**config.mk**
```make
export PLATFORM = sky130hd
export DESIGN_NAME = frsp_div
export DESIGN_NICKNAME = d
export VERILOG_FILES = /design/src/sv/frsp_div.sv
export SDC_FILE = /design/constraint.sdc
export NUM_CORES = 1
export LEC_CHECK = 0
export ABC_AREA = 1
export BUFFER_PORTS_ARGS = -buffer_cell sky130_fd_sc_hd__buf_2
export CAP_MARGIN = 20
export CORE_ASPECT_RATIO = 1.5
export CORE_UTILIZATION = 25
export CTS_BUF_LIST = sky130_fd_sc_hd__clkbuf_2 sky130_fd_sc_hd__clkbuf_4 sky130_fd_sc_hd__clkbuf_8
export CTS_CLUSTER_SIZE = 25
export DETAILED_ROUTE_END_ITERATION = 7
export SETUP_SLACK_MARGIN = 0.4
export SKIP_LAST_GASP = 1
export SYNTH_ARGS = -nofsm -noshare
export SYNTH_HDL_FRONTEND = slang
export SYNTH_SLANG_ARGS = --single-unit
```
**constraint.sdc**
```tcl
create_clock -name clk_i -period 2.6 [get_ports clk_i]
set_input_delay 0.78 -clock clk_i [delete_from_list [all_inputs] [get_ports clk_i]]
set_output_delay 0.78 -clock clk_i [all_outputs]
set_load 0.02 [all_outputs]
```
**src/sv/frsp_div.sv**
```systemverilog
// Radix-2 restoring divider, one quotient bit per cycle, 64-bit operands.
module frsp_div (
  input  logic        clk_i,
  input  logic        rst_ni,
  input  logic        start_i,
  input  logic [63:0] num_i,
  input  logic [63:0] den_i,
  output logic        done_o,
  output logic [63:0] quo_o,
  output logic [63:0] rem_o
);

  logic [63:0] quo_q, quo_d, rem_q, rem_d, den_q, den_d;
  logic [6:0]  cnt_q, cnt_d;
  logic        busy_q, busy_d, done_q, done_d;
  logic [64:0] trial;

  assign trial = {rem_q, quo_q[63]} - {1'b0, den_q};

  always_comb begin
    quo_d  = quo_q;
    rem_d  = rem_q;
    den_d  = den_q;
    cnt_d  = cnt_q;
    busy_d = busy_q;
    done_d = 1'b0;
    if (start_i) begin
      quo_d  = num_i;
      rem_d  = '0;
      den_d  = den_i;
      cnt_d  = 7'd64;
      busy_d = 1'b1;
    end else if (busy_q) begin
      // shift one numerator bit in, subtract if it fits
      if (!trial[64]) begin
        rem_d = trial[63:0];
        quo_d = {quo_q[62:0], 1'b1};
      end else begin
        rem_d = {rem_q[62:0], quo_q[63]};
        quo_d = {quo_q[62:0], 1'b0};
      end
      cnt_d = cnt_q - 7'd1;
      if (cnt_q == 7'd1) begin
        busy_d = 1'b0;
        done_d = 1'b1;
      end
    end
  end

  always_ff @(posedge clk_i or negedge rst_ni) begin
    if (!rst_ni) begin
      busy_q <= 1'b0;
      done_q <= 1'b0;
      cnt_q  <= '0;
    end else begin
      busy_q <= busy_d;
      done_q <= done_d;
      cnt_q  <= cnt_d;
    end
  end

  always_ff @(posedge clk_i) begin
    quo_q <= quo_d;
    rem_q <= rem_d;
    den_q <= den_d;
  end

  assign done_o = done_q;
  assign quo_o  = quo_q;
  assign rem_o  = rem_q;

endmodule

```
==> results of run 1 <==
per-layer routing:
| metal | global-route usage [%] | wire, um | up-vias |
|---|---|---|---|
| met1 | 17.5 | 19200 | 6488 |
| li1 | - | - | 7593 |
| met2 | 32.8 | 28200 | 433 |
| met5 | 0 | 98 | - |
| met3 | 4.50 | 3490 | 152 |
| met4 | 9.07 | 2960 | 18 |
kinds of logic (layout without fill, tap and decap cells):
| family | after synthesis | after routing | synth area share [%] |
|---|---|---|---|
| adder cells (fa/ha/maj) | 67 | 67 | 5.83 |
| other | 0 | 4 | 0 |
| flip-flops | 201 | 201 | 36.9 |
| AND/OR/NAND/NOR | 1375 | 1376 | 38.0 |
| AO/OA/AOI/OAI | 76 | 76 | 2.70 |
| XOR/XNOR | 31 | 31 | 1.87 |
| buffers and inverters | 540 | 931 | 14.6 |
power groups by stage:
stage / sequential [mW] / clock [mW] / combinational (mW)
final: 3.75 / 3.59 / 1.35
after CTS: 3.75 / 3.73 / 1.25
after global routing: 3.78 / 3.84 / 1.49
after global placement: 3.81 / 0 / 1.23
after floorplan: 3.93 / 0 / 0.598
after detailed placement: 3.81 / 0 / 1.23
layout by cell type (no fill, tap or decap), types with 5 or more instances in the layout:
cell type,n
dfxtp_1,57
buf_2,258
xor2_1,5
dfrtp_1,9
xnor2_1,26
nor3_1,11
clkbuf_4,11
clkbuf_8,44
nand3_1,119
nand2_4,6
ha_1,28
inv_2,17
buf_4,69
ha_4,34
nor2_2,14
nor2_4,9
o21ai_1,9
nand4_1,9
edfxtp_1,128
nand3b_1,7
nand2_2,75
a21oi_1,49
buf_6,9
clkbuf_16,10
nand3_2,14
inv_1,480
clkinv_1,5
nand2_1,1010
buf_12,12
o21ai_0,10
dfxtp_2,7
nor2_1,92
clkinv_2,5
cell usage after synthesis (9+ instances only):
master / count / share of area [%]
ha_1: 66 / 5.7
inv_1: 493 / 13
edfxtp_1: 128 / 27
dfxtp_1: 64 / 8.8
nand2_1: 1070 / 28
dfrtp_1: 9 / 1.6
nor3_1: 13 / 0.45
nand3_1: 133 / 4.6
nand2_2: 21 / 0.91
nor2_1: 106 / 2.7
clkbuf_1: 23 / 0.60
o21ai_0: 19 / 0.66
xnor2_1: 26 / 1.6
a21oi_1: 53 / 1.8
nand4_1: 9 / 0.39
per-stage QoR:
step	power [mW]	setup TNS, ps	instance area [um^2]	utilization, %
floorplan	4.53	0	14600	-
global placement	5.04	0	17200	30.1
detailed placement	5.04	0	17200	30.1
CTS	8.73	0	18300	32.2
global route	9.10	-491	19400	34.1
finish	8.69	0	19400	34.1
flip-flops by register name, indices dropped and copies added, names as in the netlist:
signal	count
quo_o	64
done_o	1
den_q	64
cnt_q	7
rem_o	64
busy_q	1
layout make-up:
class / instances / area (um^2) / area share (%)
diodes: 4 / 10.0 / 0.0515
clock buffers: 55 / 688 / 3.54
clock inverters: 15 / 171 / 0.881
inverters: 498 / 1870 / 9.63
multi-input cells: 1550 / 7880 / 40.5
flip-flops and latches: 201 / 5360 / 27.6
well taps: 763 / 955 / 4.91
repair buffers: 363 / 2510 / 12.9
timing repair:
action | in CTS | in global routing
cloned | 3 | 14
endpoints found under the setup margin | 65 | 65
setup buffers | 11 | 9
pin swaps | 8 | 44
resized for setup | 33 | 146
worst min path at each step:
stage                                 startpoint                     end  cells after the start
after global routing                      rst_ni        busy_q$_DFF_PN0_                      1
after detailed placement  rem_o[35]$_SDFFE_PP0P_  rem_o[35]$_SDFFE_PP0P_                      2
after CTS                                 rst_ni    cnt_q[2]$_DFFE_PN0P_                      1
final                                     rst_ni    cnt_q[2]$_DFFE_PN0P_                      1
after floorplan             cnt_q[3]$_DFFE_PN0P_    cnt_q[3]$_DFFE_PN0P_                      1
after global placement    rem_o[35]$_SDFFE_PP0P_  rem_o[35]$_SDFFE_PP0P_                      2
==> reports/results.txt, run 1 <==
Area Growth Syn to Fin: 34.1%
Pwr dens: 447 mW/mm^2
R2R Path Start: den_q[10]$_DFFE_PP_
Comb power frac: 15.5%
Ys flop type: edfxtp_1
Worst-Margin Slew: 437 ps
Clock sinks: 201
FF-to-FF End: rem_o[2]$_SDFFE_PP0P_
Ports: 260
Peak Freq: 0.398 GHz
Initial antenna violation count: 13
Placement Rows: 107
Placer Congestion: 0.985
Vias in the first global route: 14500
CTS hold repair buffers: 0
Clock power share: 41.3%
R2R cell count: 17
Synthesized area per cell: 6.33 um^2
CP Capture Type: flop
First-pass GRT wire length: 79000 um
CTS HTree Levels: 2
Die Area: 0.0590 mm^2
Sequential Power Share: 43.2%
Total CTS buffers: 39
Status: completed
Async SR Flop Fraction: 4.48%
Hold slack: 56.6 ps
Most frequent CP cell: nand2_2
WP data required: 3110 ps
Pre-CTS WS: 57.9 ps
Largest delay share family, worst path: simple AND/OR/NAND/NOR gates
Core ar.: 0.0570 mm^2
Cell count after synthesis: 2290
Ys Warns: 0
Die W: 199 um
# fillers: 6372
Switching Power: 2.44 mW
Detail Placement HPWL: 41300 um
Worst min path class: in2async
Non-filler cells, final: 3449
Slowest-stage cell, CP: ha_1
Max-slew violations: 0
Post-route ant nets: 0
Maximum vdd drop: 0.000788 V
Period utilization: 96.7%
Final setup fails: 0
FF+latch count, synth: 201
Final hold vios: 0
DRC violations left: 0
Maxcap violations: 0
R2R Setup Slk: 90 ps
Max transition margin: 70.6%
Drt initial violations: 657
Worst Path Arrival: 3020 ps
Largest net degree at the start of global routing: 71
Worst setup endpoint: rem_o[2]$_SDFFE_PP0P_
Sum of buffers and inverters on the critical path: 4
Final nets: 2851
GRT overflow: 0
Mapped cell area: 0.0145 mm^2
Leakage Power: 10.8 nW
Worst Setup SP: den_q[10]$_DFFE_PP_
Placed insts: 3338
CTS tree: done
CTS max path bufs: 3
Initial core utilization: 25.4%
Worst-path clk slew: 60 ps
Worst Setup Start Kind: flop
Vias: 14700
CP Class: reg2reg
Vias/cell: 4.26
Number of enable flip-flop cells after synthesis: 128
Port Buf Inserts: 259
Switching part of the total: 28.1%
Routed wire length: 54000 um
Synth cell types: 34
Cell Chain, Critical Path: inv_1 -> ha_1 -> nand2_2 -> buf_4 -> nor3_2 -> nand2_2 -> nand2_2 -> nand2_2 -> nand2_4 -> nand2_4 -> buf_4 -> nand3_4 -> nand2_8 -> clkbuf_16 -> nand2_1 -> nand3_1 -> nand2_1
Tmin final: 2510 ps
WP depth: 17
Detailed Routing Iterations Pass 1: 7
Worst setup margin: 85.7 ps
Post-synthesis sequential area ratio: 36.9%
Fin Clk Skew: 28.0 ps
Internal power: 6.25 mW
Crit path max fanout: 10
CTS root buf: clkbuf_8
CP max stage delay: 350 ps
WL per Instance: 15.7 um
Die H: 297 um
Overall global routing resource usage: 17.6%
Worst-Skew Late Latency: 590 ps
Layout cells sized above 1: 23.2%
Syn nets: 2488
RSZ-0062 raised after global routing: true
(Power assumes the default switching activity.)
==> run 2, diff against run 1 <==
--- a/config.mk
+++ b/config.mk
@@ -10,7 +10,7 @@
 export CAP_MARGIN = 20
 export CORE_ASPECT_RATIO = 1.5
 export CORE_UTILIZATION = 25
-export CTS_BUF_LIST = sky130_fd_sc_hd__clkbuf_2 sky130_fd_sc_hd__clkbuf_4 sky130_fd_sc_hd__clkbuf_8
+export CTS_BUF_LIST = sky130_fd_sc_hd__clkbuf_8
 export CTS_CLUSTER_SIZE = 25
 export DETAILED_ROUTE_END_ITERATION = 7
 export SETUP_SLACK_MARGIN = 0.4
==> constraint.sdc (replaced) <==
create_clock -name clk_i -period 2.7 [get_ports clk_i]
set_input_delay 0.81 -clock clk_i [delete_from_list [all_inputs] [get_ports clk_i]]
set_output_delay 0.81 -clock clk_i [all_outputs]
set_load 0.02 [all_outputs]
==> run 2 against run 1 <==
Clock power decreased by 18%. First-iteration DRC count is 4.3% lower. Total power is 9.8% lower. Register-to-register slack better by 60 ps. Via count shrank 1.8%. Clock skew increased by 16 ps. Die area unchanged. Combinational power shrank 6%. Final area is 2.6% lower. Non-clock buffer count shrank 14. Critical path type unchanged. Largest cell class unchanged. Largest power group unchanged.
==> reports/results.txt, run 2 (synthesis gave the netlist of run 1 again) <==
CP Class: reg2reg
Final hold vios: 0 (unchanged)
DRC violations left: 0 (unchanged)
Largest delay share family, worst path: simple AND/OR/NAND/NOR gates
Layout cells sized above 1: 21.3% (-2.0 points)
R2R Path Start: den_q[0]$_DFFE_PP_
WP data required: 3180 ps (+70 ps)
Sum of buffers and inverters on the critical path: 4 (unchanged)
Initial core utilization: 25.4% (unchanged)
Slowest-stage cell, CP: edfxtp_1
Drt initial violations: 629 (-4.3%)
Port Buf Inserts: 259 (unchanged)
Final nets: 2833 (-0.63%)
Max-slew violations: 0 (unchanged)
CTS root buf: clkbuf_8
Area Growth Syn to Fin: 30.7%
Die Area: 0.0590 mm^2 (unchanged)
Total CTS buffers: 36 (-7.7%)
# fillers: 6441 (+1.1%)
Maxcap violations: 0 (unchanged)
Die W: 199 um (unchanged)
Vias in the first global route: 14400 (-0.83%)
CTS max path bufs: 3 (unchanged)
CP Capture Type: flop
Worst-Skew Late Latency: 590 ps (about the same)
Worst Path Arrival: 3030 ps (about the same)
Vias/cell: 4.21 (-1.2%)
Fin Clk Skew: 44.0 ps (+15.9 ps)
Worst-Margin Slew: 798 ps (+361 ps)
Placer Congestion: 0.984 (about the same)
Max transition margin: 46.8% (-24 points)
Status: completed
Crit path max fanout: 5 (-5)
CTS HTree Levels: 2 (unchanged)
WL per Instance: 15.4 um (-1.5%)
Pwr dens: 414 mW/mm^2 (-7.4%)
Clock sinks: 201 (unchanged)
First-pass GRT wire length: 78900 um (-0.11%)
Largest net degree at the start of global routing: 71 (unchanged)
Placement Rows: 107 (unchanged)
Post-route ant nets: 0 (unchanged)
Final setup fails: 0 (unchanged)
CTS tree: done
Initial antenna violation count: 9 (-4)
Detail Placement HPWL: 41200 um (-0.25%)
Core ar.: 0.0570 mm^2 (unchanged)
Maximum vdd drop: 0.000317 V (-60%)
Routed wire length: 52900 um (-2.1%)
Most common cell after layout, fill and taps aside: nand2_1
Worst min path class: in2async
Tmin final: 2550 ps (+37.4 ps)
Worst Setup SP: den_q[0]$_DFFE_PP_
Leakage Power: 10.7 nW (-0.79%)
Die H: 297 um (unchanged)
Worst-path clk slew: 60 ps (about the same)
Worst setup margin: 148 ps (+62.6 ps)
Worst Setup Start Kind: flop
Setup_tns: 0 ps (unchanged)
Cell Chain, Critical Path: ha_4 -> fa_2 -> inv_2 -> nand2_2 -> nand2_2 -> nand3_2 -> nand2_2 -> nand2_1 -> nand2_2 -> nand2_2 -> nand2_4 -> nand2_4 -> nand2_4 -> buf_6 -> nand2_4 -> nand2_8 -> buf_12 -> clkbuf_16 -> nand2_2 -> nand3_1 -> nand2_1
CP max stage delay: 420 ps (+70 ps)
Most frequent cells in the layout: 1014 x nand2_1, 497 x inv_1, 258 x buf_2
GRT overflow: 0 (unchanged)
Most frequent CP cell: nand2_2
Vias: 14400 (-1.8%)
Detailed Routing Iterations Pass 1: 5 (-2)
Overall global routing resource usage: 17.6% (about the same)
Period utilization: 94.5% (-2.2 points)
Ports: 260 (unchanged)
Peak Freq: 0.392 GHz (-1.5%)
CTS hold repair buffers: 0 (unchanged)
RSZ-0062 raised after global routing: true
Pre-CTS WS: 163 ps (+105 ps)
## run 2: changes by cell type in the layout (fill, tap and decap cells not counted), sizes merged
cell,change
clkbuf,-17
inv,+14
buf,-9
clkinv,-5
bufinv,-3
bufbuf,+1
nand2,-1
## run 2: final timing paths
kind,slack [ps],cells past startpoint,endpoint
setup / recovery,150,21,rem_o[50]$_SDFFE_PP0P_
max in group asynchronous,2420,1,cnt_q[1]$_DFFE_PN0P_
setup reg to reg,150,21,rem_o[50]$_SDFFE_PP0P_
hold reg to reg,490,2,rem_o[40]$_SDFFE_PP0P_
hold / removal,100,1,cnt_q[4]$_DFFE_PN0P_
min in group clk_i,390,1,den_q[43]$_DFFE_PP_
## run 2: routing by layer
metal  GRT usage [%]  vias up  wire [um]
met4            10.8       12       3600
met2            32.4      421      26800
met5               0        -         74
met1            17.1     6293      19000
li1                -     7557          -
met3            4.51      141       3310
## run 2: stage by stage
| step | hold slack (ps) | util, % | cells | area, um^2 | total power [mW] |
|---|---|---|---|---|---|
| 2_1_floorplan | 457 | - | 2290 | 14600 | 4.36 |
| 3_3_place_gp | 474 | 30.0 | 3327 | 17100 | 4.86 |
| 3_5_place_dp | 480 | 30.0 | 3327 | 17100 | 4.87 |
| 4_1_cts | 62.1 | 32.1 | 3407 | 18300 | 7.93 |
| 5_1_grt | 82.8 | 33.2 | 3426 | 18900 | 8.26 |
| 6_report | 96.4 | 33.2 | 3429 | 18900 | 7.84 |
## run 2: cell type report
type	count	area, um^2	area share, %
multi-input cells	1549	7660	40.4
flip-flops and latches	201	5360	28.3
repair buffers	349	2370	12.5
inverters	498	1870	9.89
well taps	763	955	5.04
clock buffers	44	606	3.20
clock inverters	21	115	0.608
diodes	4	10.0	0.0528
## run 2: timing repair
action,in CTS,in global routing
endpoints found under the setup margin,65,65
cloned,4,5
resized for setup,70,81
buffers inserted,11,13
pin swaps,5,20
## run 2: worst reg2reg max path: stages (launching register included)
cell and delay, ps:
edfxtp_1 420, ha_4 190, fa_2 340, inv_2 90, nand2_2 50, nand2_2 50, nand3_2 60, nand2_2 70
nand2_1 60, nand2_2 90, nand2_2 60, nand2_4 80, nand2_4 70, nand2_4 80, buf_6 100, nand2_4 60
nand2_8 110, buf_12 140, clkbuf_16 160, nand2_2 50, nand3_1 60, nand2_1 60
## run 2: power breakdown
part / internal, mW / total (mW) / switching [mW]
combinational: 0.462 / 1.27 / 0.807
sequential: 3.51 / 3.62 / 0.112
clock: 1.57 / 2.95 / 1.38
